<file path="src/rtl/core/adcspi_pkg.sv">
// Package for the SPI ADC slave frame block: register indexes, field widths
// and framing constants. No dependencies.
package adcspi_pkg;

  localparam int unsigned COUNT_WIDTH_DEF = 16;
  localparam int unsigned CODE_BITS_DEF   = 12;

  localparam int unsigned CFG_IDX_W = 8;
  localparam int unsigned CFG_W     = 16;
  localparam int unsigned TICK_W    = 16;

  localparam int unsigned CMD_BITS  = 4;
  localparam int unsigned HOLD_EDGE = 6;
  localparam int unsigned FALL_MAX  = 7;

  typedef enum logic [CFG_IDX_W-1:0] {
    REG_MIN_CS_HIGH   = 8'd0,
    REG_MIN_SCLK_PER  = 8'd1
  } cfg_reg_t;

  localparam logic [CFG_W-1:0] MIN_CS_HIGH_RST  = 16'd50;
  localparam logic [CFG_W-1:0] MIN_SCLK_PER_RST = 16'd1;

endpackage

</file>
<file path="src/rtl/core/adc_spi_slave_frame.sv">
// SPI ADC slave framing: edge detection, command shift, code serializer and
// event counters. Depends on adcspi_pkg.
//
// One word per clock: each accepted input word is one oversampled tick of the
// CS_n, SCLK and DIN pins plus the code for the addressed channel. A word is
// processed combinationally by the frame logic and its result word appears
// on the next cycle from the output register, so the block sustains one tick
// per clock; in_stall rises only while a result word is held by out_stall.
// The counter outputs wrap at COUNT_WIDTH bits; the tick timers behind the
// CS-high and SCLK-period checks saturate at 65535. Configuration writes are
// always ready and take effect on the next accepted tick.
module adc_spi_slave_frame #(
  parameter int unsigned COUNT_WIDTH = adcspi_pkg::COUNT_WIDTH_DEF,
  parameter int unsigned CODE_BITS   = adcspi_pkg::CODE_BITS_DEF
) (
  input  logic                              clk,
  input  logic                              rst_n,
  // tick input
  input  logic                              in_valid,
  output logic                              in_stall,
  input  logic                              in_cs_n,
  input  logic                              in_sclk,
  input  logic                              in_din,
  input  logic [CODE_BITS-1:0]              in_sample_code,
  // result output
  output logic                              out_valid,
  input  logic                              out_stall,
  output logic                              out_dout,
  output logic [2:0]                        out_addressed_channel,
  output logic                              out_hold_now,
  output logic [COUNT_WIDTH-1:0]            out_cs_short_count,
  output logic [COUNT_WIDTH-1:0]            out_sclk_fast_count,
  output logic [COUNT_WIDTH-1:0]            out_diff_request_count,
  output logic [COUNT_WIDTH-1:0]            out_conversion_count,
  // configuration writes
  input  logic                              cfg_valid,
  output logic                              cfg_ready,
  input  logic [adcspi_pkg::CFG_IDX_W-1:0]  cfg_index,
  input  logic [adcspi_pkg::CFG_W-1:0]      cfg_wdata
);

  localparam int unsigned BS_W = $clog2(CODE_BITS + 1);
  localparam int unsigned TW   = adcspi_pkg::TICK_W;

  logic                   accept;

  logic [adcspi_pkg::CFG_W-1:0] min_cs_r, min_sclk_r;

  logic                   out_valid_r;
  logic                   hold_r, hold_nxt;
  logic                   last_cs_n_r, last_cs_n_nxt;
  logic                   last_sclk_r, last_sclk_nxt;
  logic                   cs_rise_seen_r, cs_rise_seen_nxt;
  logic [TW-1:0]          tcs_r, tcs_nxt;
  logic                   sclk_rise_seen_r, sclk_rise_seen_nxt;
  logic [TW-1:0]          tsclk_r, tsclk_nxt;
  logic                   start_seen_r, start_seen_nxt;
  logic [3:0]             cmd_shift_r, cmd_shift_nxt;
  logic [2:0]             cmd_count_r, cmd_count_nxt;
  logic [2:0]             fall_count_r, fall_count_nxt;
  logic                   code_valid_r, code_valid_nxt;
  logic [CODE_BITS-1:0]   code_latch_r, code_latch_nxt;
  logic [BS_W-1:0]        bits_sent_r, bits_sent_nxt;
  logic                   dout_r, dout_nxt;
  logic [COUNT_WIDTH-1:0] cnt_short_r, cnt_short_nxt;
  logic [COUNT_WIDTH-1:0] cnt_fast_r, cnt_fast_nxt;
  logic [COUNT_WIDTH-1:0] cnt_diff_r, cnt_diff_nxt;
  logic [COUNT_WIDTH-1:0] cnt_conv_r, cnt_conv_nxt;
  logic [CODE_BITS-1:0]   code_shifted;

  assign in_stall  = out_valid_r & out_stall;
  assign accept    = in_valid & ~in_stall;
  assign cfg_ready = 1'b1;

  assign code_shifted = code_latch_r << bits_sent_r;

  always_comb begin
    hold_nxt           = 1'b0;
    last_cs_n_nxt      = in_cs_n;
    last_sclk_nxt      = in_sclk;
    cs_rise_seen_nxt   = cs_rise_seen_r;
    sclk_rise_seen_nxt = sclk_rise_seen_r;
    start_seen_nxt     = start_seen_r;
    cmd_shift_nxt      = cmd_shift_r;
    cmd_count_nxt      = cmd_count_r;
    fall_count_nxt     = fall_count_r;
    code_valid_nxt     = code_valid_r;
    code_latch_nxt     = code_latch_r;
    bits_sent_nxt      = bits_sent_r;
    dout_nxt           = dout_r;
    cnt_short_nxt      = cnt_short_r;
    cnt_fast_nxt       = cnt_fast_r;
    cnt_diff_nxt       = cnt_diff_r;
    cnt_conv_nxt       = cnt_conv_r;

    // saturating tick timers
    tcs_nxt   = (cs_rise_seen_r && tcs_r != '1) ? tcs_r + 1'b1 : tcs_r;
    tsclk_nxt = (sclk_rise_seen_r && tsclk_r != '1) ? tsclk_r + 1'b1 : tsclk_r;

    if (in_cs_n && !last_cs_n_r) begin
      cs_rise_seen_nxt = 1'b1;
      tcs_nxt          = '0;
      dout_nxt         = 1'b0;
    end

    // CS fall: check the high window, clear the frame
    if (!in_cs_n && last_cs_n_r) begin
      if (cs_rise_seen_r && tcs_nxt < min_cs_r) begin
        cnt_short_nxt = cnt_short_r + 1'b1;
      end
      fall_count_nxt     = '0;
      start_seen_nxt     = 1'b0;
      cmd_shift_nxt      = '0;
      cmd_count_nxt      = '0;
      code_valid_nxt     = 1'b0;
      code_latch_nxt     = '0;
      bits_sent_nxt      = '0;
      sclk_rise_seen_nxt = 1'b0;
      tsclk_nxt          = '0;
    end

    if (!in_cs_n) begin
      if (in_sclk && !last_sclk_r) begin
        if (sclk_rise_seen_nxt && tsclk_nxt < min_sclk_r) begin
          cnt_fast_nxt = cnt_fast_r + 1'b1;
        end
        sclk_rise_seen_nxt = 1'b1;
        tsclk_nxt          = '0;
        if (!start_seen_nxt) begin
          if (in_din) begin
            start_seen_nxt = 1'b1;
            fall_count_nxt = '0;
          end
        end else if (cmd_count_nxt < 3'(adcspi_pkg::CMD_BITS)) begin
          cmd_shift_nxt = {cmd_shift_nxt[2:0], in_din};
          cmd_count_nxt = cmd_count_nxt + 3'd1;
        end
      end

      if (!in_sclk && last_sclk_r && start_seen_nxt) begin
        if (fall_count_nxt < 3'(adcspi_pkg::FALL_MAX)) begin
          fall_count_nxt = fall_count_nxt + 3'd1;
        end
        if (fall_count_nxt == 3'(adcspi_pkg::HOLD_EDGE) &&
            cmd_count_nxt >= 3'(adcspi_pkg::CMD_BITS)) begin
          // hold instant: latch the code and drive the null bit
          if (!cmd_shift_nxt[3]) begin
            cnt_diff_nxt = cnt_diff_r + 1'b1;
          end
          code_latch_nxt = in_sample_code;
          code_valid_nxt = 1'b1;
          cnt_conv_nxt   = cnt_conv_r + 1'b1;
          dout_nxt       = 1'b0;
          bits_sent_nxt  = '0;
          hold_nxt       = 1'b1;
        end else if (code_valid_nxt && bits_sent_nxt < BS_W'(CODE_BITS)) begin
          dout_nxt      = code_shifted[CODE_BITS-1];
          bits_sent_nxt = bits_sent_nxt + 1'b1;
        end else if (code_valid_nxt) begin
          dout_nxt = 1'b0;
        end
      end
    end
  end

  always_ff @(posedge clk) begin
    if (!rst_n) begin
      min_cs_r   <= adcspi_pkg::MIN_CS_HIGH_RST;
      min_sclk_r <= adcspi_pkg::MIN_SCLK_PER_RST;
    end else if (cfg_valid && cfg_ready) begin
      if (cfg_index == adcspi_pkg::REG_MIN_CS_HIGH) begin
        min_cs_r <= cfg_wdata;
      end else if (cfg_index == adcspi_pkg::REG_MIN_SCLK_PER) begin
        min_sclk_r <= cfg_wdata;
      end
    end
  end

  always_ff @(posedge clk) begin
    if (!rst_n) begin
      out_valid_r      <= 1'b0;
      hold_r           <= 1'b0;
      last_cs_n_r      <= 1'b1;
      last_sclk_r      <= 1'b0;
      cs_rise_seen_r   <= 1'b0;
      tcs_r            <= '0;
      sclk_rise_seen_r <= 1'b0;
      tsclk_r          <= '0;
      start_seen_r     <= 1'b0;
      cmd_shift_r      <= '0;
      cmd_count_r      <= '0;
      fall_count_r     <= '0;
      code_valid_r     <= 1'b0;
      code_latch_r     <= '0;
      bits_sent_r      <= '0;
      dout_r           <= 1'b0;
      cnt_short_r      <= '0;
      cnt_fast_r       <= '0;
      cnt_diff_r       <= '0;
      cnt_conv_r       <= '0;
    end else if (accept) begin
      out_valid_r      <= 1'b1;
      hold_r           <= hold_nxt;
      last_cs_n_r      <= last_cs_n_nxt;
      last_sclk_r      <= last_sclk_nxt;
      cs_rise_seen_r   <= cs_rise_seen_nxt;
      tcs_r            <= tcs_nxt;
      sclk_rise_seen_r <= sclk_rise_seen_nxt;
      tsclk_r          <= tsclk_nxt;
      start_seen_r     <= start_seen_nxt;
      cmd_shift_r      <= cmd_shift_nxt;
      cmd_count_r      <= cmd_count_nxt;
      fall_count_r     <= fall_count_nxt;
      code_valid_r     <= code_valid_nxt;
      code_latch_r     <= code_latch_nxt;
      bits_sent_r      <= bits_sent_nxt;
      dout_r           <= dout_nxt;
      cnt_short_r      <= cnt_short_nxt;
      cnt_fast_r       <= cnt_fast_nxt;
      cnt_diff_r       <= cnt_diff_nxt;
      cnt_conv_r       <= cnt_conv_nxt;
    end else if (!out_stall) begin
      // result word taken, nothing new
      out_valid_r <= 1'b0;
    end
  end

  assign out_valid              = out_valid_r;
  assign out_dout               = dout_r;
  assign out_addressed_channel  = cmd_shift_r[2:0];
  assign out_hold_now           = hold_r;
  assign out_cs_short_count     = cnt_short_r;
  assign out_sclk_fast_count    = cnt_fast_r;
  assign out_diff_request_count = cnt_diff_r;
  assign out_conversion_count   = cnt_conv_r;

  // a hold word only comes from the sixth falling edge with a full command
  a_hold_edge: assert property (@(posedge clk) disable iff (!rst_n)
    (out_valid_r && hold_r) |->
      (fall_count_r == 3'(adcspi_pkg::HOLD_EDGE) && code_valid_r &&
       cmd_count_r == 3'(adcspi_pkg::CMD_BITS) && bits_sent_r == '0))
    else $error("hold word without a complete command at the hold edge");

  // a hold bumps the conversion counter by exactly one
  a_hold_count: assert property (@(posedge clk) disable iff (!rst_n)
    (accept && hold_nxt) |=> (cnt_conv_r == $past(cnt_conv_r) + 1'b1))
    else $error("conversion counter did not advance on hold");

  a_bits_range: assert property (@(posedge clk) disable iff (!rst_n)
    (bits_sent_r <= BS_W'(CODE_BITS)) && (cmd_count_r <= 3'(adcspi_pkg::CMD_BITS)))
    else $error("serializer or command count out of range");

  // an empty output register never back-pressures the input
  a_no_idle_stall: assert property (@(posedge clk) disable iff (!rst_n)
    !out_valid_r |-> !in_stall)
    else $error("input stalled with empty output register");

endmodule
</file>
<file path="config.mk">
export PLATFORM = sky130hd
export DESIGN_NAME = adc_spi_slave_frame
export DESIGN_NICKNAME = d
export VERILOG_FILES = /design/src/rtl/core/adcspi_pkg.sv /design/src/rtl/core/adc_spi_slave_frame.sv
export SDC_FILE = /design/constraint.sdc
export NUM_CORES = 1
export LEC_CHECK = 0
export BUFFER_PORTS_ARGS = -buffer_cell sky130_fd_sc_hd__buf_2
export CORE_ASPECT_RATIO = 0.5
export CORE_UTILIZATION = 50
export CTS_CLUSTER_DIAMETER = 40
export DETAILED_ROUTE_END_ITERATION = 10
export PLACE_DENSITY_LB_ADDON = 0.1
export SYNTH_ARGS = -nofsm -noshare
export SYNTH_HDL_FRONTEND = slang
export SYNTH_SLANG_ARGS = --single-unit
</file>
<file path="constraint.sdc">
create_clock -name clk -period 4.8 [get_ports clk]
set_input_delay 0.72 -clock clk [delete_from_list [all_inputs] [get_ports clk]]
set_output_delay 0.72 -clock clk [all_outputs]
set_load 0.02 [all_outputs]
</file>
======== Word level (Yosys, flattened, before mapping) ========
Index checks and enable logic that the tools add are counted.
storage, ports and cells
  RAM bits ................................ 0
  bits in read-only memories .............. 0
  output and inout bits ................... 72
  bits in latches ......................... 0
  memories kept ........................... 0
  flip-flop bits (word level) ............. 163
  input bits .............................. 44
cells by class
  bitwise gates (word level) .............. 6
  add/sub/neg operators ................... 9
  $lt $le $gt $ge ......................... 6
  multiply operators ...................... 0
  reductions and logical operators ........ 23
  eq/ne operators ......................... 5
  mux-type cells .......................... 61
  div/mod/pow operators ................... 0
  shifts and indexed selects .............. 1
operator list
  operator                                                  number
  adder 16 x 1 -> 16 bit, second input constant             6
  two-way mux 16 bit                                        6
  two-way mux 12 bit                                        4
  two-way mux 3 bit                                         16
  two-way mux 4 bit                                         11
  less-than comparator 16 bit                               2
  inequality test 16 bit, second input constant             2
  two-way mux 1 bit                                         24
  << shifter 12 x 4 -> 12 bit                               1
  logical AND 1 bit                                         11
  == test 8 x 1 -> 1 bit, second input constant             1
  logical NOT 8 bit                                         1
  AND reduction 4 bit                                       2
  adder 3 x 1 -> 3 bit, second input constant               2
  less-than comparator 3 bit, second input constant         2
  AND reduction 3 bit                                       2
  AND reduction 5 bit                                       1
  adder 4 x 1 -> 4 bit, second input constant               1
  logical NOT 1 bit                                         4
  less-than comparator 4 bit, second input constant         1
  inverter 1 bit                                            4
  AND reduction 2 bit                                       2
  == test 3 bit, second input constant                      1
  greater-or-equal comparator 3 bit, second input constant  1
  other kinds (2)                                           3

======== Depth between registers and ports, before layout ========
Gate-level depths: netlist (run 1).
  depth after elaboration ................. 16
  depth in mapped cells ................... 19
  depth with buffers taken out ............ 17

======== Worst setup path before layout (run 1) ========
No wires, ideal clock.
  path type ............................... register to register
  start ................................... register tcs_r[4]
  end ..................................... register cnt_short_r[8], in the netlist out_cs_short_count[8]
  arrival time ............................ 3.993 ns
  period minus slack after synthesis ...... 4.115 ns
  required time ........................... 4.678 ns
  setup time .............................. 0.122 ns
  path slack .............................. 0.685 ns
  path buffers ............................ 2
  stages on the path, launching flop included .. 19
  cell sequence ........................... dfxtp_1 buf_2 and4_1 nand3_1 o41ai_2 nor4b_1 nand3_1 xor2_1 nor2_1 ha_1 a21o_1 a21o_1 a2111oi_0 o221ai_1 nor3_2 buf_2 nand4_1 nand3_1 o21ai_0
on the way
  word-level cells in the longest chain between the ends .. 7
  elaborated cells between the ends (all ways) .. 8
  classes of those cells .................. 1 x add/sub; 1 x order compare; 1 x eq/ne; 2 x mux; 3 x reduce/logical
RTL lines
  what                                                                            RTL line                    source
  start: declaration                                                              adc_spi_slave_frame.sv:54   logic [TW-1:0] tcs_r, tcs_nxt;
  start signal: assignment                                                        adc_spi_slave_frame.sv:207  tcs_r <= tcs_nxt;
  parallel branches: the longest is 2 deep, another holds adder 16 x 1 -> 16 bit  n/a
  two-way mux 16 bit (*)                                                          adc_spi_slave_frame.sv:97   tcs_nxt = (cs_rise_seen_r && tcs_r != '1) ? tcs_r + 1'b1 : tcs_r;
  two-way mux 16 bit (*)                                                          adc_spi_slave_frame.sv:100  if (in_cs_n && !last_cs_n_r) begin
  via tcs_nxt[13]                                                                 adc_spi_slave_frame.sv:54
  less-than comparator 16 bit (*)                                                 adc_spi_slave_frame.sv:108  if (cs_rise_seen_r && tcs_nxt < min_cs_r) begin
  logical AND 1 bit (*)                                                           adc_spi_slave_frame.sv:108
  AND reduction 3 bit (no source line) (*)                                        n/a
  end signal: assignment                                                          adc_spi_slave_frame.sv:218  cnt_short_r <= cnt_short_nxt;
  end: declaration                                                                adc_spi_slave_frame.sv:65   logic [COUNT_WIDTH-1:0] cnt_short_r, cnt_short_nxt;
Mark *: on every way through the listed nets, which the timed path passes.
A chain may end at the register's enable or synchronous reset.

======== Worst setup path after layout (run 1) ========
  start ................................... register tsclk_r[6]
  end ..................................... register cnt_fast_r[13], in the netlist out_sclk_fast_count[13]
on the way
  word-level cells in the longest chain between the ends .. 7
  elaborated cells between the ends (all ways) .. 8
  classes of those cells .................. 1 x add/sub; 1 x order compare; 1 x eq/ne; 2 x mux; 3 x reduce/logical
RTL lines
  what                                                                            RTL line                    source
  start: declaration                                                              adc_spi_slave_frame.sv:56   logic [TW-1:0] tsclk_r, tsclk_nxt;
  start signal: assignment                                                        adc_spi_slave_frame.sv:209  tsclk_r <= tsclk_nxt;
  parallel branches: the longest is 2 deep, another holds adder 16 x 1 -> 16 bit  n/a
  two-way mux 16 bit (*)                                                          adc_spi_slave_frame.sv:98   tsclk_nxt = (sclk_rise_seen_r && tsclk_r != '1) ? tsclk_r + 1'b1 : tsclk_r;
  two-way mux 16 bit (*)                                                          adc_spi_slave_frame.sv:107  if (!in_cs_n && last_cs_n_r) begin
  less-than comparator 16 bit (*)                                                 adc_spi_slave_frame.sv:124  if (sclk_rise_seen_nxt && tsclk_nxt < min_sclk_r) begin
  logical AND 1 bit (*)                                                           adc_spi_slave_frame.sv:124
  AND reduction 4 bit (no source line) (*)                                        n/a
  end signal: assignment                                                          adc_spi_slave_frame.sv:219  cnt_fast_r <= cnt_fast_nxt;
  end: declaration                                                                adc_spi_slave_frame.sv:66   logic [COUNT_WIDTH-1:0] cnt_fast_r, cnt_fast_nxt;
Mark *: on every way between the ends.

==> flow_metrics.py, run 1 <==
metrics = {
    "setup_path": {
        "worstSetupPathType": "flop to flop",
        "cp_slowest_stage_delay_ps": 680,
        "cp_top_family": "compound AO/OA/AOI/OAI gates",
        "cp-end-kind": "flop",
        "worstPathArrival_ps": 4660,
        "worstPathCellList": "nand4_1 > o41ai_1 > buf_4 > nor4_1 > buf_4 > and3_1 > xnor2_1 > nor2_1 > ha_1 > a21oi_1 > nor2b_1 > o21ai_0 > o2111ai_1 > a311o_1 > or4_1 > a21oi_1",
        "cp-start-kind": "flop",
        "slowest_stage": "a311o_1",
        "path_max_fanout": 18,
        "r2r_slack_ps": 500,
        "worst-path-buf-inv": 2,
        "worstPathRequired_ps": 5160,
    },
    "global_routing": {
        "globalRoute.totalOverflow": 0,
        "grt_max_degree": 73,
        "antenna_found_initial": 2,
        "grt_usage": 0.244,
        "grt_pass1_vias": 7094,
        "grt_pass1_wl_mm": 34.7,
    },
    "synthesis": {
        "synthArstFlopShare": 0,
        "synthMuxAreaShare": 0.0484,
        "synth_top_family_by_area": "simple AND/OR/NAND/NOR gates",
        "ys_seq_area_frac": 0.378,
        "syn-num-nets": 1136,
        "synth.cell_area_sq_um": 8640,
        "synth_top_area_frac": 0.378,
        "syn_area_per_cell_sq_um": 8.20,
        "synth_cell_type_count": 70,
        "synth_area_leaders": "dfxtp_1 38%, nor2_1 6.4%, ha_1 5.6%, mux2i_1 4.1%, a21oi_1 4.0%",
        "synthAdderAreaFrac": 0.0565,
        "synth_warnings": 0,
        "synth_area_leader_cell": "dfxtp_1",
        "synth_compound_area_frac": 0.142,
        "synth_flop_cell": "dfxtp_1",
        "synth_edf_count": 0,
        "synth-xor-area-share": 0.0629,
        "synth-simple-area-share": 0.262,
        "synthCells": 1053,
        "ys_ff_latch": 163,
    },
    "clock_tree": {
        "cts_buffers": 17,
        "cts_sinks": 163,
        "cts_setup_buffers": 0,
        "cts_tree": "done",
        "clockRootBuffer": "clkbuf_16",
        "clk_pin_slew_worst_paths_ps": 70,
        "insertion_delay_ps": 430,
        "clockBufferDepth": 2,
        "h-tree-depth": 4,
    },
    "power_and_ir_drop": {
        "ir_worst_vdd_v": 0.000269,
        "seqPwrFrac": 0.472,
        "switching_share": 0.238,
        "powerDensity_nw_per_um2": 289,
        "intPower_w": 0.00220,
        "switchingPower_w": 0.000688,
        "pwr-share-comb": 0.044,
        "clock_power_share": 0.484,
        "leakage_nw": 4.12,
    },
    "timing": {
        "grt_setup_unrepaired": "false",
        "finalHoldViolations": 0,
        "drv_slew": 0,
        "fin_setup_tns_ps": 0,
        "slew_headroom": 0.270,
        "fin_crit_ps": 4300,
        "setup-violations-final": 0,
        "fmax_ghz": 0.233,
        "finalCritPeriodShare": 0.895,
        "tightest_slew_ps": 1080,
        "fin_worst_skew_ps": 10.3,
        "whs_ps": 458,
    },
    "detailed_routing": {
        "dr.pass1.iters": 5,
        "ant_nets": 0,
        "wl_mm": 21.3,
        "wl_per_cell_microns": 15.4,
        "vias": 7746,
        "vias_per_cell": 5.58,
        "drc_errors": 0,
        "first_iter_violations": 444,
    },
    "die": {
        "rows": 33,
        "die_w_microns": 188,
        "dieArea_sq_um": 17800,
        "core_area_sq_um": 16600,
        "fp.dieH_microns": 95.0,
        "ios": 116,
        "start_util": 0.519,
    },
    "outcome": {
        "outcome": "completed",
    },
    "final_layout": {
        "fillCellCount": 1531,
        "final_util": 0.601,
        "fin_nets": 1230,
        "layout-drive-gt1-share": 0.159,
        "final_cell_mix": "162 x dfxtp_1, 146 x nor2_1, 114 x buf_2",
        "multi_input_comb_area_sq_um": 4970,
        "area_growth_pct": 15.8,
        "layout_commonest_cell": "dfxtp_1",
        "ff_latch_area_sq_um": 3260,
        "instances_no_fill": 1389,
    },
    "place": {
        "place.gp.congestion": 0.881,
        "dpl.cell_count": 1355,
        "dp_hpwl_mm": 14.9,
        "numPortBuffers": 114,
    },
    "hold_path": {
        "min_path_type": "flop to flop",
    },
    "flow_run": {
        "drv_cap": 0,
    },
}
## per-layer routing
metal	wire length, microns	part of all wire	global-route usage	up-vias
met5	0	0	0	-
met4	186	0.0087	0.0657	0
met3	1330	0.062	0.0635	19
met2	9140	0.43	0.384	188
met1	10700	0.50	0.332	3647
li1	-	-	-	3892
## final cells by class
cell class              instances  share of cell area
well taps                     227              0.0284
flip-flops and latches        163               0.326
clock buffers                  20              0.0456
repair buffers                131              0.0698
inverters                      49              0.0186
clock inverters                12              0.0145
diodes                          2            0.000500
multi-input cells             785               0.496
## worst reg2reg max path, cell delays in order (launching register included)
cell	delay [ps]
dfxtp_1	470
nand4_1	180
o41ai_1	500
buf_4	220
nor4_1	50
buf_4	130
and3_1	200
xnor2_1	150
nor2_1	60
ha_1	290
a21oi_1	170
nor2b_1	60
o21ai_0	140
o2111ai_1	130
a311o_1	680
or4_1	630
a21oi_1	150
## registers in the layout (all words and copies together) (netlist names), 3 cells and up
signal	count
bits_sent_r	4
cmd_count_r	3
out_conversion_count	16
tcs_r	16
cmd_shift_r	4
min_cs_r	16
out_sclk_fast_count	16
out_cs_short_count	16
out_diff_request_count	16
min_sclk_r	16
fall_count_r	3
tsclk_r	16
code_latch_r	12
## logic make-up after synthesis
family                     count (synthesis)
other                                      1
xor gates and xnor gates                  62
AOI/OAI and AO/OA                        198
muxes                                     38
buffers and inverters                    105
DFF                                      163
and+or+nand+nor                          447
adders and majority gates                 39
## cell usage after synthesis, drive strengths merged, types with 3 or more instances
cell,number
a21o,12
a21oi,69
a22o,4
a22oi,17
a31oi,4
and2,13
and3,25
and4,7
buf,17
clkbuf,39
dfxtp,163
ha,39
inv,49
mux2i,35
mux4,3
nand2,82
nand2b,16
nand3,54
nand4,34
nor2,148
nor2b,4
nor3,20
nor3b,3
nor4,8
nor4b,3
o211ai,4
o21ai,53
o31ai,9
o41ai,4
or3,16
or4,6
xnor2,31
xor2,31
## worst paths after layout
kind | end | startpoint | depth (start not counted)
worst max-delay path | out_sclk_fast_count[13] | tsclk_r[6] | 16
worst max register to register | out_sclk_fast_count[13] | tsclk_r[6] | 16
worst min-delay path | out_hold_now | out_hold_now | 2
worst min register to register | out_hold_now | out_hold_now | 2
## through the flow
step / power (W) / area [sq um] / worst slack (ps)
global route: 0.00298 / 10000 / 34.1
detailed placement: 0.00152 / 9380 / 512
CTS: 0.00291 / 9980 / 394
floorplan: 0.00147 / 8640 / 685
global placement: 0.00152 / 9380 / 625
finish: 0.00289 / 10000 / 502
## power groups by stage
stage | clock network (W) | logic [W] | registers [W]
2_1_floorplan | 0 | 0.0000749 | 0.00139
3_3_place_gp | 0 | 0.000124 | 0.00139
3_5_place_dp | 0 | 0.000126 | 0.00139
4_1_cts | 0.00142 | 0.000126 | 0.00136
5_1_grt | 0.00148 | 0.000139 | 0.00136
6_report | 0.00140 | 0.000127 | 0.00136
## what timing repair did
action                     4_1_cts  5_1_grt
setup endpoints to repair        0        2
hold buffers                     0        0
resized for setup                0        3
Note: power is estimated with default switching activity, not from simulation.
==> run 2, diff against run 1 <==
Clock period 4.8 ns to 4.7 ns, I/O delays scaled along.
==> run 2 against run 1 <==
Effect of this change:
- sequential share of layout area is 0.069 points lower
- first-iteration DRC count shrank 7.9%
- wire length is 0.72% higher
- critical path depth grew 2
- combinational power hardly changed
- non-clock buffer count grew 2
- fmax fell by 1.7%
==> flow_metrics.py, run 2 (synthesis gave the netlist of run 1 again) <==
metrics = {
    "final_layout": {
        "layout-drive-gt1-share": 0.162,
        "area_growth_pct": 16.1,
        "instances_no_fill": 1391,
        "layout_commonest_cell": "dfxtp_1",
        "final_cell_mix": "162 x dfxtp_1, 146 x nor2_1, 114 x buf_2",
        "fillCellCount": 1508,
        "fin_nets": 1232,
    },
    "timing": {
        "fin_setup_tns_ps": 0,
        "tightest_slew_ps": 1120,
        "fmax_ghz": 0.229,
        "whs_ps": 454,
        "drv_slew": 0,
        "fin_crit_ps": 4370,
        "fin_ws_ps": 327,
        "finalCritPeriodShare": 0.930,
        "grt_setup_unrepaired": "false",
        "setup-violations-final": 0,
        "finalHoldViolations": 0,
        "slew_headroom": 0.249,
        "fin_worst_skew_ps": 14.0,
    },
    "die": {
        "dieArea_sq_um": 17800,
        "ios": 116,
        "start_util": 0.519,
        "fp.dieH_microns": 95.0,
        "rows": 33,
        "die_w_microns": 188,
        "core_area_sq_um": 16600,
    },
    "global_routing": {
        "grt_pass1_wl_mm": 35.5,
        "grt_usage": 0.250,
        "grt_max_degree": 57,
        "globalRoute.totalOverflow": 0,
        "antenna_found_initial": 2,
        "grt_pass1_vias": 7073,
    },
    "outcome": {
        "outcome": "completed",
    },
    "clock_tree": {
        "cts_hold_buf": 0,
        "clockBufferDepth": 2,
        "cts_tree": "done",
        "clockRootBuffer": "clkbuf_16",
        "clk_pin_slew_worst_paths_ps": 70,
        "cts_setup_buffers": 0,
        "insertion_delay_ps": 430,
        "cts_buffers": 17,
        "h-tree-depth": 4,
        "cts_sinks": 163,
    },
    "power_and_ir_drop": {
        "leakage_nw": 4.13,
        "powerDensity_nw_per_um2": 292,
        "fin_total_pwr_w": 0.00293,
        "ir_worst_vdd_v": 0.000244,
    },
    "detailed_routing": {
        "vias": 7776,
        "drc_errors": 0,
        "wl_mm": 21.5,
        "dr.pass1.iters": 5,
        "first_iter_violations": 409,
        "ant_nets": 0,
        "wl_per_cell_microns": 15.5,
        "vias_per_cell": 5.59,
    },
    "setup_path": {
        "cp-end-kind": "flop",
        "worstSetupPathType": "flop to flop",
        "worstPathArrival_ps": 4730,
        "reg2reg_from": "tcs_r[5]",
        "crit_start": "tcs_r[5]",
        "path_max_fanout": 16,
        "worstPathRequired_ps": 5060,
        "cp-start-kind": "flop",
    },
    "place": {
        "place.gp.congestion": 0.857,
        "dpl.cell_count": 1357,
        "pre_cts_slack_ps": 274,
        "numPortBuffers": 114,
        "dp_hpwl_mm": 15.4,
    },
    "hold_path": {
        "min_path_type": "flop to flop",
        "min_from": "out_hold_now",
    },
    "flow_run": {
        "drv_cap": 0,
    },
}
[run 2: area by class of cell]
type / instances / area [sq um] / share of cell area
well taps: 227 / 284 / 0.0283
inverters: 49 / 186 / 0.0186
multi-input cells: 785 / 4970 / 0.496
clock buffers: 19 / 453 / 0.0452
repair buffers: 133 / 726 / 0.0724
diodes: 2 / 5.00 / 0.000499
clock inverters: 13 / 136 / 0.0136
flip-flops and latches: 163 / 3260 / 0.326
[run 2: what timing repair did]
action,4_1_cts,5_1_grt
hold endpoints to repair,0,0
gates resized for setup,0,4
setup endpoints to repair,0,11
[run 2: metrics by stage]
stage | cell area, sq um | util
floorplan | 8640 | -
global placement | 9410 | 0.565
detailed placement | 9410 | 0.565
CTS | 10000 | 0.601
global route | 10000 | 0.602
finish | 10000 | 0.603
[run 2: critical path: stages (launching register included)]
cell,delay [ps]
dfxtp_1,440
and4_1,290
nand3_1,230
o41ai_4,450
buf_4,190
nor3_1,80
and3_1,240
xnor2_1,140
nor2_1,60
ha_1,300
a21o_1,190
a21o_1,170
a21oi_1,250
o221ai_1,180
nor3_2,320
buf_12,200
nand4_1,110
or3_1,310
a21oi_1,150
[run 2: path summary, 6_finish.rpt]
check / endpoint / slack (ps) / cells past startpoint
worst max-delay path: out_cs_short_count[6] / 330 / 18
worst min-delay path: out_hold_now / 450 / 2
worst max register to register: out_cs_short_count[6] / 330 / 18
worst min register to register: out_hold_now / 450 / 2
[run 2: power by group]
part,switching [W],total (W),internal [W]
Combinational,0.0000909,0.000130,0.0000389
Sequential,0.00000640,0.00139,0.00138
Clock,0.000627,0.00140,0.000778
[run 2: routing by layer]
metal / vias up / GRT usage / part of all wire
li1: 3912 / - / -
met1: 3665 / 0.347 / 0.50
met2: 183 / 0.388 / 0.43
met3: 16 / 0.0617 / 0.057
met4: 0 / 0.0617 / 0.0077
met5: - / 0 / 0
